--- src/rtl/oss_pkg.sv ---
// Shared types, codes and constants of the one-wire sensor scan sequencer.
package oss_pkg;

    // Default table depth
    localparam int MAX_DEVICES_DEF = 8;

    // Configuration register indexes and reset values
    localparam int CFG_IDX_W  = 4;
    localparam int CFG_DATA_W = 16;
    localparam logic [CFG_IDX_W-1:0] REG_FAMILY_CODE     = 4'd0;
    localparam logic [CFG_IDX_W-1:0] REG_CONVERT_WAIT_MS = 4'd1;
    localparam logic [7:0] FAMILY_CODE_RESET     = 8'd40;
    localparam logic [9:0] CONVERT_WAIT_MS_RESET = 10'd750;

    // Scan average: large differences move by a sixteenth, small ones by one
    localparam int AVG_DEADBAND = 15;
    localparam int AVG_SHIFT    = 4;

    // Bus master command codes
    typedef enum logic [2:0] {
        CMD_NONE         = 3'd0,
        CMD_SEARCH_FIRST = 3'd1,
        CMD_SEARCH_NEXT  = 3'd2,
        CMD_CONVERT      = 3'd3,
        CMD_READ         = 3'd4
    } cmd_t;

    // One input word
    typedef struct packed {
        logic        last_failed;
        logic [63:0] found_rom;
        logic        search_complete;
        logic [15:0] elapsed_ms;
        logic [7:0]  reply_low;
        logic [7:0]  reply_high;
    } sample_t;

    // One result word
    typedef struct packed {
        cmd_t        command;
        logic [63:0] target_rom;
        logic [9:0]  wait_ms;
        logic        reading_valid;
        logic        reading_failed;
        logic [2:0]  reading_device;
        logic [7:0]  reading_low;
        logic [7:0]  reading_high;
        logic [15:0] scan_avg_ms;
        logic [3:0]  devices_found;
    } result_t;

    // ROM table access strobes
    typedef struct packed {
        logic wr_en;
        logic rd_en;
    } rom_ctl_t;

endpackage

--- src/rtl/oss_if.sv ---
// Channel interfaces: input words, result words and configuration writes.
interface oss_sample_if;
    logic        valid;
    logic        ready;
    logic        last_failed;
    logic [63:0] found_rom;
    logic        search_complete;
    logic [15:0] elapsed_ms;
    logic [7:0]  reply_low;
    logic [7:0]  reply_high;

    modport source (
        output valid, last_failed, found_rom, search_complete, elapsed_ms,
               reply_low, reply_high,
        input  ready
    );
    modport sink (
        input  valid, last_failed, found_rom, search_complete, elapsed_ms,
               reply_low, reply_high,
        output ready
    );
endinterface

interface oss_result_if;
    logic        valid;
    logic        ready;
    logic [2:0]  command;
    logic [63:0] target_rom;
    logic [9:0]  wait_ms;
    logic        reading_valid;
    logic        reading_failed;
    logic [2:0]  reading_device;
    logic [7:0]  reading_low;
    logic [7:0]  reading_high;
    logic [15:0] scan_avg_ms;
    logic [3:0]  devices_found;

    modport source (
        output valid, command, target_rom, wait_ms, reading_valid, reading_failed,
               reading_device, reading_low, reading_high, scan_avg_ms,
               devices_found,
        input  ready
    );
    modport sink (
        input  valid, command, target_rom, wait_ms, reading_valid, reading_failed,
               reading_device, reading_low, reading_high, scan_avg_ms,
               devices_found,
        output ready
    );
endinterface

interface oss_cfg_if;
    logic                          valid;
    logic                          ready;
    logic [oss_pkg::CFG_IDX_W-1:0]  index;
    logic [oss_pkg::CFG_DATA_W-1:0] data;

    modport source (output valid, index, data, input ready);
    modport sink (input valid, index, data, output ready);
endinterface

--- src/rtl/onewire_sensor_scan_sequencer.sv ---
// Sustained rate one word per clock: each accepted input word yields exactly one result word
// through a single output register, so the block takes a new word in every cycle while the
// result side keeps up (input ready = output register empty or being drained). The ROM table
// sits in a one-read, one-write synchronous memory; the entry the next word needs is read at
// the edge that accepts the current word, so the registered read costs nothing. The
// table needs no clearing pass after reset: only entries written by the last search are read.
module onewire_sensor_scan_sequencer #(
    parameter int MAX_DEVICES = oss_pkg::MAX_DEVICES_DEF
) (
    input  logic                clk,
    input  logic                rst_n,
    oss_sample_if.sink          sample,
    oss_result_if.source        result,
    oss_cfg_if.sink             cfg
);

    localparam int AW = (MAX_DEVICES > 1) ? $clog2(MAX_DEVICES) : 1;

    logic [7:0]        family_code_reg;
    logic [9:0]        convert_wait_ms_reg;
    logic              out_valid_reg;
    oss_pkg::result_t  out_data_reg;
    oss_pkg::sample_t  smp;
    oss_pkg::result_t  res;
    oss_pkg::rom_ctl_t rom_ctl;
    logic [AW-1:0]     rom_wr_addr;
    logic [AW-1:0]     rom_rd_addr;
    logic [63:0]       rom_rd_data;
    logic              accept;

    // Gather the input word
    assign smp.last_failed     = sample.last_failed;
    assign smp.found_rom       = sample.found_rom;
    assign smp.search_complete = sample.search_complete;
    assign smp.elapsed_ms      = sample.elapsed_ms;
    assign smp.reply_low       = sample.reply_low;
    assign smp.reply_high      = sample.reply_high;

    assign sample.ready = !out_valid_reg || result.ready;
    assign accept       = sample.valid && sample.ready;

    // Configuration registers
    assign cfg.ready = 1'b1;

    always_ff @(posedge clk or negedge rst_n)
    begin
        if (!rst_n)
        begin
            family_code_reg     <= oss_pkg::FAMILY_CODE_RESET;
            convert_wait_ms_reg <= oss_pkg::CONVERT_WAIT_MS_RESET;
        end
        else if (cfg.valid)
        begin
            unique case (cfg.index)
                oss_pkg::REG_FAMILY_CODE:     family_code_reg     <= cfg.data[7:0];
                oss_pkg::REG_CONVERT_WAIT_MS: convert_wait_ms_reg <= cfg.data[9:0];
                default:                      ;
            endcase
        end
    end

    oss_seq #(
        .MAX_DEVICES (MAX_DEVICES),
        .AW          (AW)
    ) u_seq (
        .clk             (clk),
        .rst_n           (rst_n),
        .accept          (accept),
        .smp             (smp),
        .family_code     (family_code_reg),
        .convert_wait_ms (convert_wait_ms_reg),
        .rom_rd_data     (rom_rd_data),
        .rom_ctl         (rom_ctl),
        .rom_wr_addr     (rom_wr_addr),
        .rom_rd_addr     (rom_rd_addr),
        .res             (res)
    );

    oss_rom_mem #(
        .DEPTH (MAX_DEVICES),
        .AW    (AW)
    ) u_rom_mem (
        .clk     (clk),
        .ctl     (rom_ctl),
        .wr_addr (rom_wr_addr),
        .wr_data (smp.found_rom),
        .rd_addr (rom_rd_addr),
        .rd_data (rom_rd_data)
    );

    // Output register: load on accept, drop when taken
    always_ff @(posedge clk or negedge rst_n)
    begin
        if (!rst_n)
        begin
            out_valid_reg <= 1'b0;
        end
        else if (accept)
        begin
            out_valid_reg <= 1'b1;
        end
        else if (result.ready)
        begin
            out_valid_reg <= 1'b0;
        end
    end

    always_ff @(posedge clk)
    begin
        if (accept)
        begin
            out_data_reg <= res;
        end
    end

    assign result.valid          = out_valid_reg;
    assign result.command        = out_data_reg.command;
    assign result.target_rom     = out_data_reg.target_rom;
    assign result.wait_ms        = out_data_reg.wait_ms;
    assign result.reading_valid  = out_data_reg.reading_valid;
    assign result.reading_failed = out_data_reg.reading_failed;
    assign result.reading_device = out_data_reg.reading_device;
    assign result.reading_low    = out_data_reg.reading_low;
    assign result.reading_high   = out_data_reg.reading_high;
    assign result.scan_avg_ms    = out_data_reg.scan_avg_ms;
    assign result.devices_found  = out_data_reg.devices_found;

endmodule

--- src/rtl/oss_rom_mem.sv ---
// ROM code table: one write port, one registered read port.
module oss_rom_mem #(
    parameter int DEPTH = oss_pkg::MAX_DEVICES_DEF,
    parameter int AW    = (DEPTH > 1) ? $clog2(DEPTH) : 1
) (
    input  logic              clk,
    input  oss_pkg::rom_ctl_t ctl,
    input  logic [AW-1:0]     wr_addr,
    input  logic [63:0]       wr_data,
    input  logic [AW-1:0]     rd_addr,
    output logic [63:0]       rd_data
);

    logic [63:0] mem [DEPTH];
    logic [63:0] rd_data_reg;

    // Write the found code
    always_ff @(posedge clk)
    begin
        if (ctl.wr_en)
        begin
            mem[wr_addr] <= wr_data;
        end
    end

    // Read one entry ahead of its use
    always_ff @(posedge clk)
    begin
        if (ctl.rd_en)
        begin
            rd_data_reg <= mem[rd_addr];
        end
    end

    assign rd_data = rd_data_reg;

endmodule

--- src/rtl/oss_seq.sv ---
// Phase sequencer: search, convert and read walk, scan average, table addressing.
module oss_seq #(
    parameter int MAX_DEVICES = oss_pkg::MAX_DEVICES_DEF,
    parameter int AW          = (MAX_DEVICES > 1) ? $clog2(MAX_DEVICES) : 1
) (
    input  logic              clk,
    input  logic              rst_n,
    input  logic              accept,
    input  oss_pkg::sample_t  smp,
    input  logic [7:0]        family_code,
    input  logic [9:0]        convert_wait_ms,
    input  logic [63:0]       rom_rd_data,
    output oss_pkg::rom_ctl_t rom_ctl,
    output logic [AW-1:0]     rom_wr_addr,
    output logic [AW-1:0]     rom_rd_addr,
    output oss_pkg::result_t  res
);

    localparam int IW = $clog2(MAX_DEVICES + 1);
    localparam logic [IW-1:0] MAX_IDX = IW'(MAX_DEVICES);
    localparam logic signed [16:0] AVG_DEADBAND_S = 17'(oss_pkg::AVG_DEADBAND);

    typedef enum logic [3:0] {
        PH_IDLE,
        PH_LIST_FIRST,
        PH_LIST_NEXT,
        PH_LIST_CHECK,
        PH_CONVERT,
        PH_CONVERT_CHECK,
        PH_ENUM_START,
        PH_ENUM_FIRST,
        PH_ENUM,
        PH_READ,
        PH_EXTRACT
    } phase_t;

    phase_t        phase_reg, phase_next;
    logic [IW-1:0] device_index_reg, device_index_next;
    logic [IW-1:0] device_total_reg, device_total_next;
    logic [15:0]   scan_average_reg, scan_average_next;

    logic signed [16:0] avg_diff;
    logic signed [16:0] avg_step;
    logic signed [16:0] avg_sum;
    logic [IW-1:0]      idx_inc;
    logic [IW-1:0]      fetch_addr;
    logic               rom_wr;

    // Scan average step: a sixteenth (floored) outside the dead band, else one
    always_comb
    begin
        avg_diff = $signed({1'b0, smp.elapsed_ms}) - $signed({1'b0, scan_average_reg});
        if (avg_diff > AVG_DEADBAND_S || avg_diff < -AVG_DEADBAND_S)
        begin
            avg_step = avg_diff >>> oss_pkg::AVG_SHIFT;
        end
        else if (avg_diff > 17'sd0)
        begin
            avg_step = 17'sd1;
        end
        else if (avg_diff < 17'sd0)
        begin
            avg_step = -17'sd1;
        end
        else
        begin
            avg_step = 17'sd0;
        end
        avg_sum = $signed({1'b0, scan_average_reg}) + avg_step;
    end

    // Saturating index increment
    assign idx_inc = (device_index_reg < MAX_IDX) ? device_index_reg + 1'b1 : device_index_reg;

    // Next phase and the result word for this item
    always_comb
    begin
        phase_next        = phase_reg;
        device_index_next = device_index_reg;
        device_total_next = device_total_reg;
        scan_average_next = scan_average_reg;
        rom_wr            = 1'b0;
        res               = '0;
        res.command       = oss_pkg::CMD_NONE;

        unique case (phase_reg)
            PH_IDLE:
            begin
                scan_average_next = avg_sum[15:0];
                phase_next        = PH_LIST_FIRST;
            end
            PH_LIST_FIRST:
            begin
                device_index_next = '0;
                res.command       = oss_pkg::CMD_SEARCH_FIRST;
                phase_next        = PH_LIST_CHECK;
            end
            PH_LIST_CHECK:
            begin
                phase_next = smp.last_failed ? PH_IDLE : PH_LIST_NEXT;
            end
            PH_LIST_NEXT:
            begin
                rom_wr            = (device_index_reg < MAX_IDX);
                device_index_next = idx_inc;
                if (smp.search_complete || idx_inc >= MAX_IDX)
                begin
                    device_total_next = idx_inc;
                    phase_next        = PH_CONVERT;
                end
                else
                begin
                    res.command = oss_pkg::CMD_SEARCH_NEXT;
                    phase_next  = PH_LIST_CHECK;
                end
            end
            PH_CONVERT:
            begin
                res.command = oss_pkg::CMD_CONVERT;
                res.wait_ms = convert_wait_ms;
                phase_next  = PH_CONVERT_CHECK;
            end
            PH_CONVERT_CHECK:
            begin
                phase_next = smp.last_failed ? PH_IDLE : PH_ENUM_START;
            end
            PH_ENUM_START:
            begin
                device_index_next = '0;
                phase_next        = PH_ENUM_FIRST;
            end
            PH_ENUM_FIRST, PH_ENUM:
            begin
                // The prefetched entry is the one now under test
                if (phase_reg == PH_ENUM)
                begin
                    device_index_next = idx_inc;
                end
                if (device_index_next >= device_total_reg || device_index_next >= MAX_IDX)
                begin
                    phase_next = PH_IDLE;
                end
                else if (rom_rd_data[7:0] == family_code)
                begin
                    phase_next = PH_READ;
                end
                else
                begin
                    phase_next = PH_ENUM;
                end
            end
            PH_READ:
            begin
                res.command    = oss_pkg::CMD_READ;
                res.target_rom = rom_rd_data;
                phase_next     = PH_EXTRACT;
            end
            PH_EXTRACT:
            begin
                res.reading_valid  = 1'b1;
                res.reading_failed = smp.last_failed;
                res.reading_device = 3'(device_index_reg);
                res.reading_low    = smp.reply_low;
                res.reading_high   = smp.reply_high;
                phase_next         = PH_ENUM;
            end
            default:
            begin
                phase_next = PH_IDLE;
            end
        endcase

        res.scan_avg_ms   = scan_average_next;
        res.devices_found = 4'(device_total_next);
    end

    // Prefetch the entry that the next item tests or sends
    always_comb
    begin
        if (phase_next == PH_ENUM && device_index_next < MAX_IDX)
        begin
            fetch_addr = device_index_next + 1'b1;
        end
        else
        begin
            fetch_addr = device_index_next;
        end
    end

    assign rom_ctl.wr_en = accept && rom_wr;
    assign rom_ctl.rd_en = accept && (fetch_addr < MAX_IDX);
    assign rom_wr_addr   = device_index_reg[AW-1:0];
    assign rom_rd_addr   = fetch_addr[AW-1:0];

    // Hold state; advance on each accepted word
    always_ff @(posedge clk or negedge rst_n)
    begin
        if (!rst_n)
        begin
            phase_reg        <= PH_IDLE;
            device_index_reg <= '0;
            device_total_reg <= '0;
            scan_average_reg <= '0;
        end
        else if (accept)
        begin
            phase_reg        <= phase_next;
            device_index_reg <= device_index_next;
            device_total_reg <= device_total_next;
            scan_average_reg <= scan_average_next;
        end
    end

    a_total_bound: assert property (@(posedge clk) disable iff (!rst_n)
        device_total_reg <= MAX_IDX)
        else $error("device total beyond table depth");

    a_index_bound: assert property (@(posedge clk) disable iff (!rst_n)
        device_index_reg <= MAX_IDX)
        else $error("device index beyond table depth");

    a_avg_hold: assert property (@(posedge clk) disable iff (!rst_n)
        !(accept && phase_reg == PH_IDLE) |=> $stable(scan_average_reg))
        else $error("scan average moved outside the idle phase");

    a_read_extract: assert property (@(posedge clk) disable iff (!rst_n)
        (accept && phase_reg == PH_READ) |=> phase_reg == PH_EXTRACT)
        else $error("read command not followed by extraction");

endmodule
--- src/flat_wrapper.sv ---
// flat-port wrapper written by rule: the top's interface ports become plain ports
module onewire_sensor_scan_sequencer_flat 
#(
    parameter int MAX_DEVICES = oss_pkg::MAX_DEVICES_DEF
)
  (clk, rst_n, sample_valid, sample_last_failed, sample_found_rom, sample_search_complete, sample_elapsed_ms, sample_reply_low, sample_reply_high, sample_ready, result_valid, result_command, result_target_rom, result_wait_ms, result_reading_valid, result_reading_failed, result_reading_device, result_reading_low, result_reading_high, result_scan_avg_ms, result_devices_found, result_ready, cfg_valid, cfg_index, cfg_data, cfg_ready);
  oss_sample_if sample_i ();
  oss_result_if result_i ();
  oss_cfg_if cfg_i ();
  input  logic clk;
  input  logic rst_n;
  input wire logic [$bits(sample_i.valid)-1:0] sample_valid;
  input wire logic [$bits(sample_i.last_failed)-1:0] sample_last_failed;
  input wire logic [$bits(sample_i.found_rom)-1:0] sample_found_rom;
  input wire logic [$bits(sample_i.search_complete)-1:0] sample_search_complete;
  input wire logic [$bits(sample_i.elapsed_ms)-1:0] sample_elapsed_ms;
  input wire logic [$bits(sample_i.reply_low)-1:0] sample_reply_low;
  input wire logic [$bits(sample_i.reply_high)-1:0] sample_reply_high;
  output wire logic [$bits(sample_i.ready)-1:0] sample_ready;
  output wire logic [$bits(result_i.valid)-1:0] result_valid;
  output wire logic [$bits(result_i.command)-1:0] result_command;
  output wire logic [$bits(result_i.target_rom)-1:0] result_target_rom;
  output wire logic [$bits(result_i.wait_ms)-1:0] result_wait_ms;
  output wire logic [$bits(result_i.reading_valid)-1:0] result_reading_valid;
  output wire logic [$bits(result_i.reading_failed)-1:0] result_reading_failed;
  output wire logic [$bits(result_i.reading_device)-1:0] result_reading_device;
  output wire logic [$bits(result_i.reading_low)-1:0] result_reading_low;
  output wire logic [$bits(result_i.reading_high)-1:0] result_reading_high;
  output wire logic [$bits(result_i.scan_avg_ms)-1:0] result_scan_avg_ms;
  output wire logic [$bits(result_i.devices_found)-1:0] result_devices_found;
  input wire logic [$bits(result_i.ready)-1:0] result_ready;
  input wire logic [$bits(cfg_i.valid)-1:0] cfg_valid;
  input wire logic [$bits(cfg_i.index)-1:0] cfg_index;
  input wire logic [$bits(cfg_i.data)-1:0] cfg_data;
  output wire logic [$bits(cfg_i.ready)-1:0] cfg_ready;
  assign sample_i.valid = sample_valid;
  assign sample_i.last_failed = sample_last_failed;
  assign sample_i.found_rom = sample_found_rom;
  assign sample_i.search_complete = sample_search_complete;
  assign sample_i.elapsed_ms = sample_elapsed_ms;
  assign sample_i.reply_low = sample_reply_low;
  assign sample_i.reply_high = sample_reply_high;
  assign sample_ready = sample_i.ready;
  assign result_valid = result_i.valid;
  assign result_command = result_i.command;
  assign result_target_rom = result_i.target_rom;
  assign result_wait_ms = result_i.wait_ms;
  assign result_reading_valid = result_i.reading_valid;
  assign result_reading_failed = result_i.reading_failed;
  assign result_reading_device = result_i.reading_device;
  assign result_reading_low = result_i.reading_low;
  assign result_reading_high = result_i.reading_high;
  assign result_scan_avg_ms = result_i.scan_avg_ms;
  assign result_devices_found = result_i.devices_found;
  assign result_i.ready = result_ready;
  assign cfg_i.valid = cfg_valid;
  assign cfg_i.index = cfg_index;
  assign cfg_i.data = cfg_data;
  assign cfg_ready = cfg_i.ready;
  onewire_sensor_scan_sequencer #(.MAX_DEVICES(MAX_DEVICES)) u_core (.clk(clk), .rst_n(rst_n), .sample(sample_i), .result(result_i), .cfg(cfg_i));
endmodule
--- config.mk ---
export PLATFORM = sky130hd
export DESIGN_NAME = onewire_sensor_scan_sequencer_flat
export DESIGN_NICKNAME = d
export VERILOG_FILES = /design/src/rtl/oss_pkg.sv /design/src/rtl/oss_if.sv /design/src/rtl/onewire_sensor_scan_sequencer.sv /design/src/rtl/oss_rom_mem.sv /design/src/rtl/oss_seq.sv /design/src/flat_wrapper.sv
export SDC_FILE = /design/constraint.sdc
export NUM_CORES = 1
export LEC_CHECK = 0
export BUFFER_PORTS_ARGS = -buffer_cell sky130_fd_sc_hd__buf_2
export CAP_MARGIN = 20
export CORE_MARGIN = 1
export CORE_UTILIZATION = 35
export DETAILED_ROUTE_END_ITERATION = 7
export HOLD_SLACK_MARGIN = 0.02
export SYNTH_ARGS = -nofsm -noshare
export SYNTH_HDL_FRONTEND = slang
export SYNTH_SLANG_ARGS = --single-unit
--- constraint.sdc ---
create_clock -name clk -period 6.4 [get_ports clk]
set_clock_uncertainty 0.15 [all_clocks]
set_input_delay 1.92 -clock clk [delete_from_list [all_inputs] [get_ports clk]]
set_output_delay 1.92 -clock clk [all_outputs]
set_load 0.01 [all_outputs]
==> results.toml, run 1 <==
[global_route]
grt_usage = 0.183
antenna_found_initial = 21
grt_pass1_vias = 19000
grt_overflow = 0
grt_pass1_wl_mm = 119
grt_max_degree = 65

[routing]
wl_per_cell_um = 23.3
first_pass_iters = 5
ant_nets = 0
drc = 0
avgViaCountPerCell = 5.27
dr_total_vias = 18200
drt_iter0_drc = 1120
wirelength_mm = 80.6

[floorplan]
die_y_um = 296
rows = 107
ios = 244
dieArea_mm2 = 0.0877
die_w_um = 296
start_util = 0.355
core_mm2 = 0.0854

[worst_hold_path]
hp-start = "u_core.convert_wait_ms_reg[0]"
timing.hold.worst_path_depth = 1
min_to = "u_core.convert_wait_ms_reg[0]"
hp-class = "reg2reg"

[cts]
clock_sinks = 741
clk_latency_ns = 0.63
clkSlewWorstSetupHoldPaths_ns = 0.06
htreeDepth = 3
cts_buffer_depth = 3
numCtsBuffers = 81
cts-root-buf = "clkbuf_16"
cts_tree = "done"
postCtsHoldBufs = 0

[synthesis]
syn_area_mm2 = 0.0303
yosys_warnings = 0
synth_area_per_cell_um2 = 15.6
ys.flop_type = "edfxtp_1"
syn-num-nets = 2106
yosysSeqAreaShare = 0.727
synth_edf_count = 694
async_flop_share = 0.0634
yosys.cell_types.count = 76
synthCells = 1944
ys_ff_latch = 741

[outcome]
status = "finished, final reports clean"

[setup_path]
criticalPathCategory = "in2reg"
worst_setup_path_end_kind = "flip-flop"
r2r_slack_ns = 1.13
r2r_cells = 23
worstReg2RegEnd = "u_core.result.scan_avg_ms[12]"
crit_path_max_fanout = 4
start_kind = "input pin"
rr_startpoint = "u_core.u_seq.scan_average_reg[0]"
cp_data_required_time_ns = 6.62
cp.arrival_ns = 6.40

[layout]
largest_register_ff_count = 512
final_net_count = 2404
drive_gt1_frac = 0.235
final_util = 0.422
synthToLayoutAreaGrowth_pct = 19.0

[placed_design]
dpl.hpwl_mm = 44.2
port_buffers = 236
globalplace.congestion = 0.861

[pwr]
total_power_mw = 17.4
p_leak_nw = 12.7
ir_drop_mv = 0.398
p_per_area_mw_per_mm2 = 483

[job]
maxCapViolations = 0

[sta]
setup_violations = 0
fmax_mhz = 162
hold_viol = 0
worst_pin_slew_ns = 1.14
period_share = 0.965
slew_headroom = 0.237
finalMaxSlewViolations = 0
period_minus_slack_ns = 6.18
==> metrics by stage <==
stage	instances	TNS, ns	cell area, um2	worst slack, ns	hold WS, ns
floorplan	1944	0	30300	0.0377	0.318
global placement	3302	-8.26	33400	-0.726	0.330
detailed placement	3302	-7.14	33400	-0.639	0.340
CTS	3448	0	35900	0.0134	0.353
global route	3452	-0.00534	36000	-0.00534	0.378
finish	3453	0	36000	0.224	0.357
==> critical path, stage by stage <==
cell and delay, ns:
buf_2 0.10, ha_1 0.30, buf_4 0.15, nand2_1 0.09, nor2_1 0.05, a211oi_1 0.38
nand2_2 0.12, xor2_2 0.17, or4_1 0.49, or4_4 0.51, o41ai_4 0.34, buf_4 0.18
ha_4 0.13, fa_2 0.20, a21o_1 0.10, a21o_1 0.14, a21oi_2 0.07, o21ai_1 0.18
buf_4 0.15, a21oi_2 0.06, nor2b_2 0.17, xnor2_1 0.13, mux2_2 0.27
==> what timing repair did <==
item,4_1_cts,5_1_grt
resized for setup,0,18
buffers inserted,0,1
endpoints found under the setup margin,0,11
==> power breakdown <==
group          switching, mW  internal [mW]  leakage, nW  total (mW)
Combinational           3.78           2.76         4.57        6.54
Sequential             0.303           6.05         6.93        6.36
Clock                   1.92           2.60         1.23        4.51
==> how the worst max path moves through the flow <==
stage	startpoint	end	slack, ns	cells after the start
6_report	sample_elapsed_ms[11]	u_core.result.scan_avg_ms[12]	0.22	23
2_1_floorplan	sample_elapsed_ms[0]	u_core.result.scan_avg_ms[12]	0.04	20
4_1_cts	sample_elapsed_ms[0]	u_core.result.scan_avg_ms[12]	0.01	24
3_3_place_gp	sample_elapsed_ms[0]	u_core.result.scan_avg_ms[12]	-0.73	25
5_1_grt	sample_elapsed_ms[0]	u_core.result.scan_avg_ms[12]	-0.005	25
3_5_place_dp	sample_elapsed_ms[0]	u_core.result.scan_avg_ms[12]	-0.64	24
==> per-layer routing <==
| layer | vias to the layer above | global-route usage | wire length, um |
|---|---|---|---|
| met2 | 537 | 0.301 | 38400 |
| li1 | 8259 | - | - |
| met1 | 9245 | 0.243 | 35700 |
| met5 | - | 0 | 182 |
| met3 | 131 | 0.0419 | 5060 |
| met4 | 28 | 0.0434 | 1240 |
==> cells in the final DEF, fill, tap and decap left out, drive strengths merged, types with 38 or more instances in the layout <==
| master | Yosys | routed |
|---|---|---|
| a2111oi | 64 | 64 |
| a21oi | 163 | 163 |
| dfrtp | 38 | 38 |
| mux2i | 70 | 70 |
| o22a | 64 | 64 |
| nand2b | 78 | 78 |
| nand2 | 67 | 67 |
| o21a | 69 | 69 |
| clkbuf | 87 | 95 |
| a31o | 64 | 64 |
| and3 | 74 | 74 |
| edfxtp | 694 | 694 |
| buf | 36 | 338 |
==> cell families after synthesis <==
family	share of synthesized area
simple gates	0.0622
fa+ha+maj	0.0166
buf+inv	0.0236
xor+xnor	0.0113
mux	0.0365
compound gates	0.122
flops	0.727
other cells	0.000124
==> synthesized netlist by cell type (all sizes together) (9+ instances only) <==
master     n  area share
dfstp      9      0.0078
xor2      21      0.0061
mux2      36       0.013
a21oi    163       0.027
o21ai     35      0.0059
nor3      16      0.0026
buf       36      0.0088
nand2b    78       0.016
nor2      35      0.0043
o22a      64       0.019
o21a      69       0.017
clkbuf    87       0.011
edfxtp   694        0.69
a31o      64       0.019
mux2i     70       0.023
a2111oi   64       0.019
xnor2     18      0.0052
a21o       9      0.0022
inv       33      0.0041
dfrtp     38       0.031
nand3     13      0.0021
ha        37       0.015
and2      23      0.0048
and3      74       0.015
nand2     67      0.0083
==> area by class of cell <==
type | instances | area, um2
flip-flops and latches | 741 | 22000
fillers | 7788 | 49400
clock inverters | 51 | 450
diodes | 4 | 10.0
well taps | 1144 | 1430
multi-input cells | 1047 | 7790
repair buffers | 338 | 2100
inverters | 33 | 129
clock buffers | 95 | 2100
No activity file was read; power rests on OpenSTA's default activity.
==> run 2, diff against run 1 <==
Settings changed: BUFFER_PORTS_ARGS -buffer_cell sky130_fd_sc_hd__buf_2 to unset, DONT_BUFFER_PORTS set to 1, GPL_TIMING_DRIVEN set to 0.
==> results.toml, run 2 (synthesis results as in run 1) <==
[routing]
first_pass_iters = 5
wirelength_mm = 79.8
drc = 0
dr_total_vias = 17600
ant_nets = 0
drt_iter0_drc = 1291
avgViaCountPerCell = 5.38
wl_per_cell_um = 24.4

[cts]
cts_tree = "done"
numCtsBuffers = 84
clkSlewWorstSetupHoldPaths_ns = 0.05
htreeDepth = 3
cts_buffer_depth = 3
clock_sinks = 741
cts-root-buf = "clkbuf_16"
cts_resized = 3
post_cts_buffers = 0
postCtsHoldBufs = 0
clk_latency_ns = 0.63

[placed_design]
place_ws_ns = -1.03
postPlaceCellArea_mm2 = 0.0325
port_buffers = 0
globalplace.congestion = 0.873
dpl.hpwl_mm = 51.5

[setup_path]
crit_path_max_fanout = 4
worst_setup_path_end_kind = "flip-flop"
cp.arrival_ns = 6.48
rr_startpoint = "u_core.u_seq.phase_reg[1]"
criticalPathCategory = "in2reg"
cp_data_required_time_ns = 6.62
start_kind = "input pin"
critPathLaunch = "sample_elapsed_ms[0]"

[layout]
synthToLayoutAreaGrowth_pct = 16.1
largest_register_ff_count = 512
final_cell_mix = "edfxtp_1, a21oi_1, clkbuf_1, clkbuf_16, nand2b_1"
stdcell_area_mm2 = 0.0352
final_common_cell = "edfxtp_1"
final_net_count = 2223
final_util = 0.412
antenna-diode-count = 0
drive_gt1_frac = 0.119

[global_route]
grt_pass1_vias = 18100
grt_usage = 0.180
antenna_found_initial = 3
grt_pass1_wl_mm = 116
grt_overflow = 0
grt_max_degree = 73

[sta]
fin_ws_ns = 0.133
finalSetupTns_ns = 0
hold_ws_ns = 0.348
finalMaxSlewViolations = 0
fmax_mhz = 160
slew_headroom = 0.297
period_minus_slack_ns = 6.27
hold_viol = 0
period_share = 0.979
worst_pin_slew_ns = 1.06
setup_violations = 0
rsz0062_at_grt = "false"

[floorplan]
die_w_um = 296
ios = 244
core_mm2 = 0.0854
rows = 107
die_y_um = 296
start_util = 0.355
dieArea_mm2 = 0.0877

[job]
maxCapViolations = 0

[pwr]
ir_drop_mv = 0.289
p_per_area_mw_per_mm2 = 488
p_leak_nw = 11.8

[outcome]
status = "finished, final reports clean"

[worst_hold_path]
hp-start = "u_core.convert_wait_ms_reg[8]"
hp-class = "reg2reg"
[run 2: cell types whose count changed in the layout (fill, tap and decap cells not counted), moves of 3 or more]
cell | previous run | this run
buf_8 | 0 | 4
buf_2 | 236 | 17
clkinv_1 | 21 | 18
buf_6 | 0 | 14
diode_2 | 4 | 0
clkbuf_16 | 82 | 85
buf_1 | 0 | 3
buf_16 | 0 | 13
buf_4 | 90 | 4
clkbuf_1 | 13 | 107
[run 2: path summary, 6_finish.rpt]
path                            cells past startpoint                          endpoint  slack, ns
worst max-delay path                               20     u_core.result.scan_avg_ms[12]       0.13
worst min-delay path                                1     u_core.convert_wait_ms_reg[8]       0.35
min in group asynchronous                           0  u_core.u_seq.scan_average_reg[5]       0.84
worst max register to register                     13       u_core.u_rom_mem.rd_data[2]       1.05
max in group asynchronous                           0     u_core.convert_wait_ms_reg[9]       5.06
worst min register to register                      1     u_core.convert_wait_ms_reg[8]       0.35
[run 2: report_power, final]
group	internal, mW	switching (mW)	leakage [nW]	total [mW]
clock network	2.63	1.97	1.26	4.59
registers	6.06	0.278	6.93	6.34
logic	2.43	3.79	3.58	6.22
total	11.1	6.04	11.8	17.2
[run 2: stage by stage]
stage                     power (mW)  instances
after floorplan                 10.6       1944
after global placement          12.4       3088
after detailed placement        12.6       3119
after CTS                       17.3       3273
after global routing            18.0       3273
final                           17.2       3273
[run 2: metal layers]
layer / vias up / GRT usage / part of all wire / routed length, um
met2: 679 / 0.301 / 0.48 / 38400
met5: - / 0 / 0.00016 / 13
met3: 164 / 0.0488 / 0.085 / 6820
met4: 2 / 0.0582 / 0.029 / 2320
met1: 8850 / 0.226 / 0.40 / 32200
li1: 7898 / - / - / -
[run 2: area by class of cell]
type | instances | area [um2]
buffer | 123 | 602
timing repair buffer | 31 | 677
multi-input combinational | 1047 | 7680
sequential | 741 | 22000
clock inverter | 48 | 427
fill | 7775 | 50200
tap | 1144 | 1430
inverter | 33 | 124
clock buffer | 106 | 2210
[run 2: critical path, stage by stage]
cell      delay, ns
inv_1          0.03
ha_1           0.21
fa_1           0.41
nand2b_1       0.20
a21oi_2        0.24
nor2b_1        0.11
xnor2_1        0.17
or4_1          0.57
or4_1          0.50
o41ai_2        0.31
ha_1           0.26
fa_1           0.24
a21o_1         0.13
a21o_1         0.13
a21oi_1        0.09
o21ai_2        0.22
a21oi_1        0.14
nor2b_1        0.16
xnor2_1        0.13
mux2_2         0.29
